File: config.mk
export PLATFORM = sky130hd
export DESIGN_NAME = pattern_repeat_decoder
export DESIGN_NICKNAME = d
export VERILOG_FILES = /design/src/prd_pkg.sv /design/src/prd_frontend.sv /design/src/prd_emitter.sv /design/src/pattern_repeat_decoder.sv
export VERILOG_INCLUDE_DIRS = /design/src /design/src/src
export SDC_FILE = /design/constraint.sdc
export NUM_CORES = 1
export LEC_CHECK = 0
export BUFFER_PORTS_ARGS = -buffer_cell sky130_fd_sc_hd__buf_2
export CAP_MARGIN = 20
export CORE_MARGIN = 3
export CORE_UTILIZATION = 35
export DETAILED_ROUTE_END_ITERATION = 7
export PLACE_DENSITY = 0.53
export SETUP_SLACK_MARGIN = 0.5
export SKIP_CTS_REPAIR_TIMING = 1
export SLEW_MARGIN = 20
export SYNTH_ARGS = -nofsm -noshare
export SYNTH_HDL_FRONTEND = slang
export SYNTH_HIERARCHICAL = 1
export SYNTH_SLANG_ARGS = --single-unit
File: constraint.sdc
create_clock -name clock -period 13.85 [get_ports clock]
set_input_delay 0.6925 -clock clock [delete_from_list [all_inputs] [get_ports clock]]
set_output_delay 0.6925 -clock clock [all_outputs]
set_load 0.01 [all_outputs]
File: src/pattern_repeat_decoder_macros.svh
// ----------------------------------------------------------------------------
// Pattern Repeat Decoder Assertion Macros
// Shared concurrent assertion forms used at the end of the top level.
// ----------------------------------------------------------------------------
`ifndef PATTERN_REPEAT_DECODER_MACROS_SVH
`define PATTERN_REPEAT_DECODER_MACROS_SVH

// Same-cycle implication, checked outside reset
`define PRD_ASSERT_SAME(label, clk, rst, ante, cons) \
   label: assert property (@(posedge clk) disable iff (rst) (ante) |-> (cons)) \
      else $error("pattern_repeat_decoder: same-cycle check failed");

// Next-cycle implication, checked outside reset
`define PRD_ASSERT_NEXT(label, clk, rst, ante, cons) \
   label: assert property (@(posedge clk) disable iff (rst) (ante) |=> (cons)) \
      else $error("pattern_repeat_decoder: next-cycle check failed");

`endif

File: src/prd_pkg.sv
// ----------------------------------------------------------------------------
// Pattern Repeat Decoder Package
// Widths and the record handoff type shared by the decoder modules.
// ----------------------------------------------------------------------------
package prd_pkg;

   localparam int BYTE_W    = 8;
   localparam int NIB_W     = 4;
   localparam int PAT_DEPTH = 15;
   localparam int LOW_BYTES = 8;
   localparam int LOW_W     = LOW_BYTES * BYTE_W;
   localparam int HIGH_W    = (PAT_DEPTH - LOW_BYTES) * BYTE_W;

   // One finished record, handed from the parser to the copy emitter
   typedef struct packed {
      logic              valid;
      logic [LOW_W-1:0]  pattern_low;
      logic [HIGH_W-1:0] pattern_high;
      logic [NIB_W-1:0]  length;
      logic [NIB_W-1:0]  repeats;
   } record_type;

endpackage

File: src/prd_frontend.sv
// ----------------------------------------------------------------------------
// Pattern Repeat Decoder Front End
// Parses header and literal bytes, holds the pattern store and packs the
// finished pattern when the last literal of a record arrives.
// ----------------------------------------------------------------------------
module prd_frontend (
   input  logic                       clock,
   input  logic                       reset,
   input  logic                       req_valid,
   output logic                       req_ready,
   input  logic [prd_pkg::BYTE_W-1:0] req_in_byte,
   input  logic                       load_ready,
   output prd_pkg::record_type        rec
);

   logic                       in_literals_ff, in_literals_in;
   logic [prd_pkg::NIB_W-1:0]  length_ff, length_in;
   logic [prd_pkg::NIB_W-1:0]  repeat_ff, repeat_in;
   logic [prd_pkg::NIB_W-1:0]  seen_ff, seen_in;
   logic [prd_pkg::BYTE_W-1:0] store_ff [prd_pkg::PAT_DEPTH];
   logic [prd_pkg::BYTE_W-1:0] store_in [prd_pkg::PAT_DEPTH];
   logic [prd_pkg::BYTE_W-1:0] pat_byte [prd_pkg::PAT_DEPTH];
   logic [prd_pkg::NIB_W-1:0]  seen_next;
   logic                       completes;
   logic                       accept;

   // The next literal closes the record; it needs the emitter free
   assign seen_next = seen_ff + prd_pkg::NIB_W'(1);
   assign completes = in_literals_ff && (seen_next == length_ff);
   assign req_ready = !completes || load_ready;
   assign accept    = req_valid && req_ready;

   // Header / literal parsing
   always_comb begin
      in_literals_in = in_literals_ff;
      length_in      = length_ff;
      repeat_in      = repeat_ff;
      seen_in        = seen_ff;
      if (accept) begin
         if (!in_literals_ff) begin
            repeat_in      = req_in_byte[prd_pkg::NIB_W-1:0];
            length_in      = req_in_byte[prd_pkg::BYTE_W-1:prd_pkg::NIB_W];
            seen_in        = '0;
            in_literals_in = (req_in_byte[prd_pkg::BYTE_W-1:prd_pkg::NIB_W] != '0);
         end else begin
            seen_in = seen_next;
            if (completes) begin
               in_literals_in = 1'b0;
            end
         end
      end
   end

   // Pattern store write and the packed view with the incoming literal
   always_comb begin
      for (int i = 0; i < prd_pkg::PAT_DEPTH; i++) begin
         store_in[i] = store_ff[i];
         if (accept && in_literals_ff && (seen_ff == prd_pkg::NIB_W'(i))) begin
            store_in[i] = req_in_byte;
         end
         if (prd_pkg::NIB_W'(i) >= length_ff) begin
            pat_byte[i] = '0;
         end else if (seen_ff == prd_pkg::NIB_W'(i)) begin
            pat_byte[i] = req_in_byte;
         end else begin
            pat_byte[i] = store_ff[i];
         end
      end
   end

   // Record handoff
   always_comb begin
      rec.valid   = accept && completes && (repeat_ff != '0);
      rec.length  = length_ff;
      rec.repeats = repeat_ff;
      for (int i = 0; i < prd_pkg::LOW_BYTES; i++) begin
         rec.pattern_low[i*prd_pkg::BYTE_W +: prd_pkg::BYTE_W] = pat_byte[i];
      end
      for (int i = prd_pkg::LOW_BYTES; i < prd_pkg::PAT_DEPTH; i++) begin
         rec.pattern_high[(i-prd_pkg::LOW_BYTES)*prd_pkg::BYTE_W +: prd_pkg::BYTE_W] =
            pat_byte[i];
      end
   end

   always_ff @(posedge clock) begin
      if (reset) begin
         in_literals_ff <= 1'b0;
         length_ff      <= '0;
         repeat_ff      <= '0;
         seen_ff        <= '0;
      end else begin
         in_literals_ff <= in_literals_in;
         length_ff      <= length_in;
         repeat_ff      <= repeat_in;
         seen_ff        <= seen_in;
      end
   end

   // Payload storage, no reset
   always_ff @(posedge clock) begin
      for (int i = 0; i < prd_pkg::PAT_DEPTH; i++) begin
         store_ff[i] <= store_in[i];
      end
   end

endmodule

File: src/prd_emitter.sv
// ----------------------------------------------------------------------------
// Pattern Repeat Decoder Emitter
// Result register that presents one copy of the record per transaction and
// counts the remaining copies down.
// ----------------------------------------------------------------------------
module prd_emitter (
   input  logic                       clock,
   input  logic                       reset,
   input  prd_pkg::record_type        rec,
   output logic                       load_ready,
   output logic                       rsp_valid,
   input  logic                       rsp_ready,
   output logic [prd_pkg::LOW_W-1:0]  rsp_pattern_low,
   output logic [prd_pkg::HIGH_W-1:0] rsp_pattern_high,
   output logic [prd_pkg::NIB_W-1:0]  rsp_byte_count,
   output logic                       rsp_last_copy
);

   logic                       valid_ff, valid_in;
   logic [prd_pkg::NIB_W-1:0]  remain_ff, remain_in;
   logic [prd_pkg::LOW_W-1:0]  low_ff, low_in;
   logic [prd_pkg::HIGH_W-1:0] high_ff, high_in;
   logic [prd_pkg::NIB_W-1:0]  count_ff, count_in;
   logic                       last;
   logic                       take;

   assign last       = (remain_ff == prd_pkg::NIB_W'(1));
   assign take       = valid_ff && rsp_ready;
   assign load_ready = !valid_ff || (rsp_ready && last);

   // Load a new record or step to the next copy
   always_comb begin
      valid_in  = valid_ff;
      remain_in = remain_ff;
      low_in    = low_ff;
      high_in   = high_ff;
      count_in  = count_ff;
      if (rec.valid) begin
         valid_in  = 1'b1;
         remain_in = rec.repeats;
         low_in    = rec.pattern_low;
         high_in   = rec.pattern_high;
         count_in  = rec.length;
      end else if (take) begin
         remain_in = remain_ff - prd_pkg::NIB_W'(1);
         valid_in  = !last;
      end
   end

   always_ff @(posedge clock) begin
      if (reset) begin
         valid_ff  <= 1'b0;
         remain_ff <= '0;
      end else begin
         valid_ff  <= valid_in;
         remain_ff <= remain_in;
      end
   end

   always_ff @(posedge clock) begin
      low_ff   <= low_in;
      high_ff  <= high_in;
      count_ff <= count_in;
   end

   assign rsp_valid        = valid_ff;
   assign rsp_pattern_low  = low_ff;
   assign rsp_pattern_high = high_ff;
   assign rsp_byte_count   = count_ff;
   assign rsp_last_copy    = last;

endmodule

File: src/pattern_repeat_decoder.sv
// ----------------------------------------------------------------------------
// Pattern Repeat Decoder
// Run-length decoder for a stream of header + literal records.
// ----------------------------------------------------------------------------
// Usage:
//   req_* carries one compressed byte per transaction. A header byte holds
//   the repeat count (low nibble) and pattern length (high nibble); that many
//   literal bytes follow. Headers and literals are taken one per cycle outside the stall below.
//   rsp_* carries one copy of the pattern per transaction, up to 15 bytes
//   split over rsp_pattern_low / rsp_pattern_high, with unused bytes zero,
//   rsp_byte_count valid bytes, and rsp_last_copy on the final copy.
//   Latency: the first copy is presented the cycle after the last literal is
//   accepted; further copies follow one per cycle while rsp_ready is high.
//   Throughput: one input byte per cycle. The only stall is on a record's
//   last literal while the result register holds a copy that is not the
//   previous record's final one leaving in that same cycle; that single
//   result register sets the limit. Records with length or repeat zero emit
//   nothing. Reset (synchronous) returns the parser to expecting a header
//   and drops any pending copies. A stalled receiver holds the current copy.
// ----------------------------------------------------------------------------
`include "pattern_repeat_decoder_macros.svh"

module pattern_repeat_decoder (
   input  logic                       clock,
   input  logic                       reset,
   input  logic                       req_valid,
   output logic                       req_ready,
   input  logic [prd_pkg::BYTE_W-1:0] req_in_byte,
   output logic                       rsp_valid,
   input  logic                       rsp_ready,
   output logic [prd_pkg::LOW_W-1:0]  rsp_pattern_low,
   output logic [prd_pkg::HIGH_W-1:0] rsp_pattern_high,
   output logic [prd_pkg::NIB_W-1:0]  rsp_byte_count,
   output logic                       rsp_last_copy
);

   prd_pkg::record_type rec;
   logic                load_ready;

   // Header / literal parser and pattern store
   prd_frontend u_frontend (
      .clock       (clock),
      .reset       (reset),
      .req_valid   (req_valid),
      .req_ready   (req_ready),
      .req_in_byte (req_in_byte),
      .load_ready  (load_ready),
      .rec         (rec)
   );

   // Copy emitter
   prd_emitter u_emitter (
      .clock            (clock),
      .reset            (reset),
      .rec              (rec),
      .load_ready       (load_ready),
      .rsp_valid        (rsp_valid),
      .rsp_ready        (rsp_ready),
      .rsp_pattern_low  (rsp_pattern_low),
      .rsp_pattern_high (rsp_pattern_high),
      .rsp_byte_count   (rsp_byte_count),
      .rsp_last_copy    (rsp_last_copy)
   );

   // Checks
   `PRD_ASSERT_SAME(a_no_load_when_busy, clock, reset, !load_ready, !rec.valid)
   `PRD_ASSERT_SAME(a_count_nonzero, clock, reset, rsp_valid, rsp_byte_count != '0)
   `PRD_ASSERT_SAME(a_high_masked, clock, reset,
      rsp_valid && (rsp_byte_count <= 4'd8), rsp_pattern_high == '0)
   `PRD_ASSERT_NEXT(a_copy_repeats, clock, reset,
      rsp_valid && rsp_ready && !rsp_last_copy,
      rsp_valid && $stable(rsp_pattern_low) && $stable(rsp_byte_count))

endmodule
==> impl_metrics.ini <==
[clocking]
clk_pin_slew_ns = 0.06
cts_tree = built
clock_path_buffers = 3
cts-root-buf = clkbuf_16
clock_latency_ns = 0.52
clock-sinks = 262
cts_made_buffers = 27
htree_levels = 1

[finish]
utilization_pct = 42.2
diodes = 0
finalNetCount = 949
area_delta_synth_final_pct = 18.0
drive_gt1_share_pct = 19.9

[placement]
hpwlAfterDp_mm = 14.9
io_buffers = 138
globalplace.congestion = 0.788

[timing]
fmax_ghz = 0.250
min_period_ns = 4.00
report.final.slew_viol_count = 0
finalHoldViolCount = 0
finalCritPeriodShare_pct = 28.9
fin_tns_setup_ns = 0
worst_pin_slew_ns = 1.00
grt_setup_unrepaired = no
relSlewSlack_pct = 33.1
fin_skew_ns = 0.0107
setup_viol = 0

[synth]
yosysWarnings = 6
yosysUniqueCellTypes = 43
netlist_area_sq_mm = 0.0103
async_flop_share_pct = 0
synth.yosys.seq_area_share_pct = 74.5
synth-edff-count = 244
synth_area_leader_cell = edfxtp_1
synth_ff_type = edfxtp_1
syn-instance-count = 807
syn_nets = 825
yosysTopAreaCellShare_pct = 71.0
syn_area_per_cell_sq_um = 12.8
ys_ff_latch = 262
synth_area_leaders = edfxtp_1, nand2_1, a21oi_1, dfxtp_1, nand3_1

[pwr]
vdd_drop_max_mv = 0.0684
p_switching_mw = 0.331
p_leak_nw = 4.53
switching_share_pct = 20.6
powerDensity_mw_per_mm2 = 132
clkPwrFrac_pct = 42.0
p_seq_share_pct = 54.5
intPower_mw = 1.27
p_comb_share_pct = 3.5

[setup_path]
rr_endpoint = u_emitter/rsp_pattern_low[37]
critPathTopFamily = compound AO/OA/AOI/OAI gates
worstSetupPathType = reg2reg
required_ns = 14.00
worstSetupEndpoint = u_emitter/rsp_pattern_low[37]
rrSetupSlack_ns = 9.85
crit_cells = 7
crit_path_start_kind = register
max_stage_delay_ns = 0.81
critPathMaxFanout = 84
worst_ep_arrival_time_ns = 4.15
critPathMostFrequentCell = xnor2_1
rr_worst_depth = 7
cp-startpoint = u_frontend/seen_ff[0]
endpoint_kind = register
critPathBufInv = 1
slowest_stage = o41a_2
reg2reg_from = u_frontend/seen_ff[0]
crit_chain = ha_1 > xnor2_1 > xnor2_1 > nor3_1 > and3_1 > o41a_2 > buf_6

[routing]
vias = 6621
first_pass_iters = 4
vias_per_cell = 4.96
routed_wl_mm = 25.1
wl_per_cell_microns = 18.8
drc = 0
final_antenna_net_count = 0
drt_iter0_drc = 501

[grt]
grt_first_pass_wirelength_mm = 37.7
track_usage_pct = 15.5
grt_max_degree = 85
antenna_found_initial = 0
overflow = 0
grt_pass1_vias = 6272

[die]
rows = 62
die_h_microns = 178
die_area_sq_mm = 0.0316
die_x_microns = 178
top_level_ports = 139
design.core.area_sq_mm = 0.0289
start_util_pct = 35.7

[flow_run]
max_cap_viol_count = 0

[status]
status = completed

[worst_hold_path]
hold_path.class = in2reg
## final cells by class
cell class | count | area, sq um
fillers | 2761 | 16700
multi-input cells | 489 | 2410
repair buffers | 144 | 737
inverters | 7 | 26.3
flip-flops and latches | 262 | 7690
clock inverters | 6 | 32.5
well taps | 384 | 480
clock buffers | 43 | 796
## power groups by stage
stage	logic, mW	clock network [mW]	registers, mW
floorplan	0.0335	0	0.889
global placement	0.0566	0	0.891
detailed placement	0.0564	0	0.891
CTS	0.0569	0.691	0.874
global route	0.0623	0.723	0.875
finish	0.0559	0.674	0.874
## registers in the layout, summed over array words and instances, names as in the netlist
register and flops:
u_emitter/rsp_pattern_low 64, u_frontend/seen_ff 4, u_emitter/rsp_valid 1, u_frontend/length_ff 4
u_frontend/store_ff 120, u_emitter/remain_ff 4, u_frontend/repeat_ff 4, u_frontend/in_literals_ff 1
u_emitter/rsp_pattern_high 56, u_emitter/rsp_byte_count 4
## placed cells by master (no fill, tap or decap), types with 6 or more instances in the layout
| cell type | Yosys | routed |
|---|---|---|
| clkbuf_16 | 0 | 27 |
| inv_1 | 7 | 7 |
| clkbuf_1 | 43 | 10 |
| a21oi_1 | 118 | 118 |
| edfxtp_1 | 244 | 244 |
| a21boi_0 | 8 | 8 |
| dfxtp_1 | 18 | 18 |
| clkbuf_8 | 0 | 6 |
| buf_2 | 1 | 139 |
| ha_1 | 6 | 6 |
| mux2i_1 | 8 | 8 |
| nand3_1 | 72 | 72 |
| nor2_1 | 31 | 30 |
| nand2_1 | 194 | 194 |
## tightest hold or removal path: stages
cell	delay, ns
buf_2	0.13
o41ai_1	0.06
a211oi_1	0.06
## cells by family (layout without fill, tap and decap cells)
| family | after synthesis | in the layout | share of synthesized area, % |
|---|---|---|---|
| XOR/XNOR | 8 | 8 | 0.679 |
| adder cells (fa/ha/maj) | 6 | 6 | 0.728 |
| multiplexers | 9 | 9 | 0.885 |
| AND/OR/NAND/NOR | 322 | 322 | 13.2 |
| buffers and inverters | 56 | 200 | 2.16 |
| flip-flops | 262 | 262 | 74.5 |
| AO/OA/AOI/OAI | 144 | 144 | 7.82 |
## worst min-delay path by stage
stage	from	end	slack [ns]	cells after the start
finish	req_valid	u_frontend/in_literals_ff	0.48	3
global route	req_valid	u_frontend/in_literals_ff	0.49	3
CTS	req_valid	u_frontend/in_literals_ff	0.45	3
detailed placement	u_frontend/repeat_ff[1]	u_emitter/remain_ff[1]	0.49	2
global placement	u_frontend/repeat_ff[1]	u_emitter/remain_ff[1]	0.49	2
floorplan	u_frontend/length_ff[2]	u_emitter/rsp_byte_count[2]	0.40	0
## through the flow
stage | hold slack (ns) | power [mW] | cell area, sq um | setup slack [ns] | std cells
after global placement | 0.489 | 0.947 | 11300 | 9.57 | 1285
final | 0.481 | 1.60 | 12200 | 9.85 | 1335
after CTS | 0.454 | 1.62 | 12200 | 9.52 | 1335
after floorplan | 0.403 | 0.922 | 10300 | 8.14 | 807
after global routing | 0.490 | 1.66 | 12200 | 9.41 | 1335
after detailed placement | 0.491 | 0.947 | 11300 | 9.53 | 1286
## synthesized netlist by cell type (2+ instances only)
| cell | count |
|---|---|
| nor2b_1 | 2 |
| xor2_1 | 3 |
| o21ai_1 | 2 |
| a21oi_1 | 118 |
| dfxtp_1 | 18 |
| and3_1 | 4 |
| a21boi_0 | 8 |
| clkbuf_1 | 43 |
| ha_1 | 6 |
| buf_1 | 3 |
| edfxtp_1 | 244 |
| or3_1 | 4 |
| nand3b_1 | 2 |
| nor3_1 | 3 |
| mux2i_1 | 8 |
| inv_1 | 7 |
| nor2_1 | 31 |
| nand2_1 | 194 |
| nand3_1 | 72 |
| a211oi_1 | 3 |
| and2_1 | 5 |
| xnor2_1 | 5 |
| o21ai_0 | 2 |
## per-layer routing
metal / vias up / part of all wire, % / track usage (%)
met5: - / 0 / 0
met4: 0 / 1.8 / 3.37
met3: 31 / 5.9 / 2.42
met2: 227 / 46 / 24.7
met1: 3205 / 46 / 22.6
li1: 3158 / - / -
(Power assumes the default switching activity.)
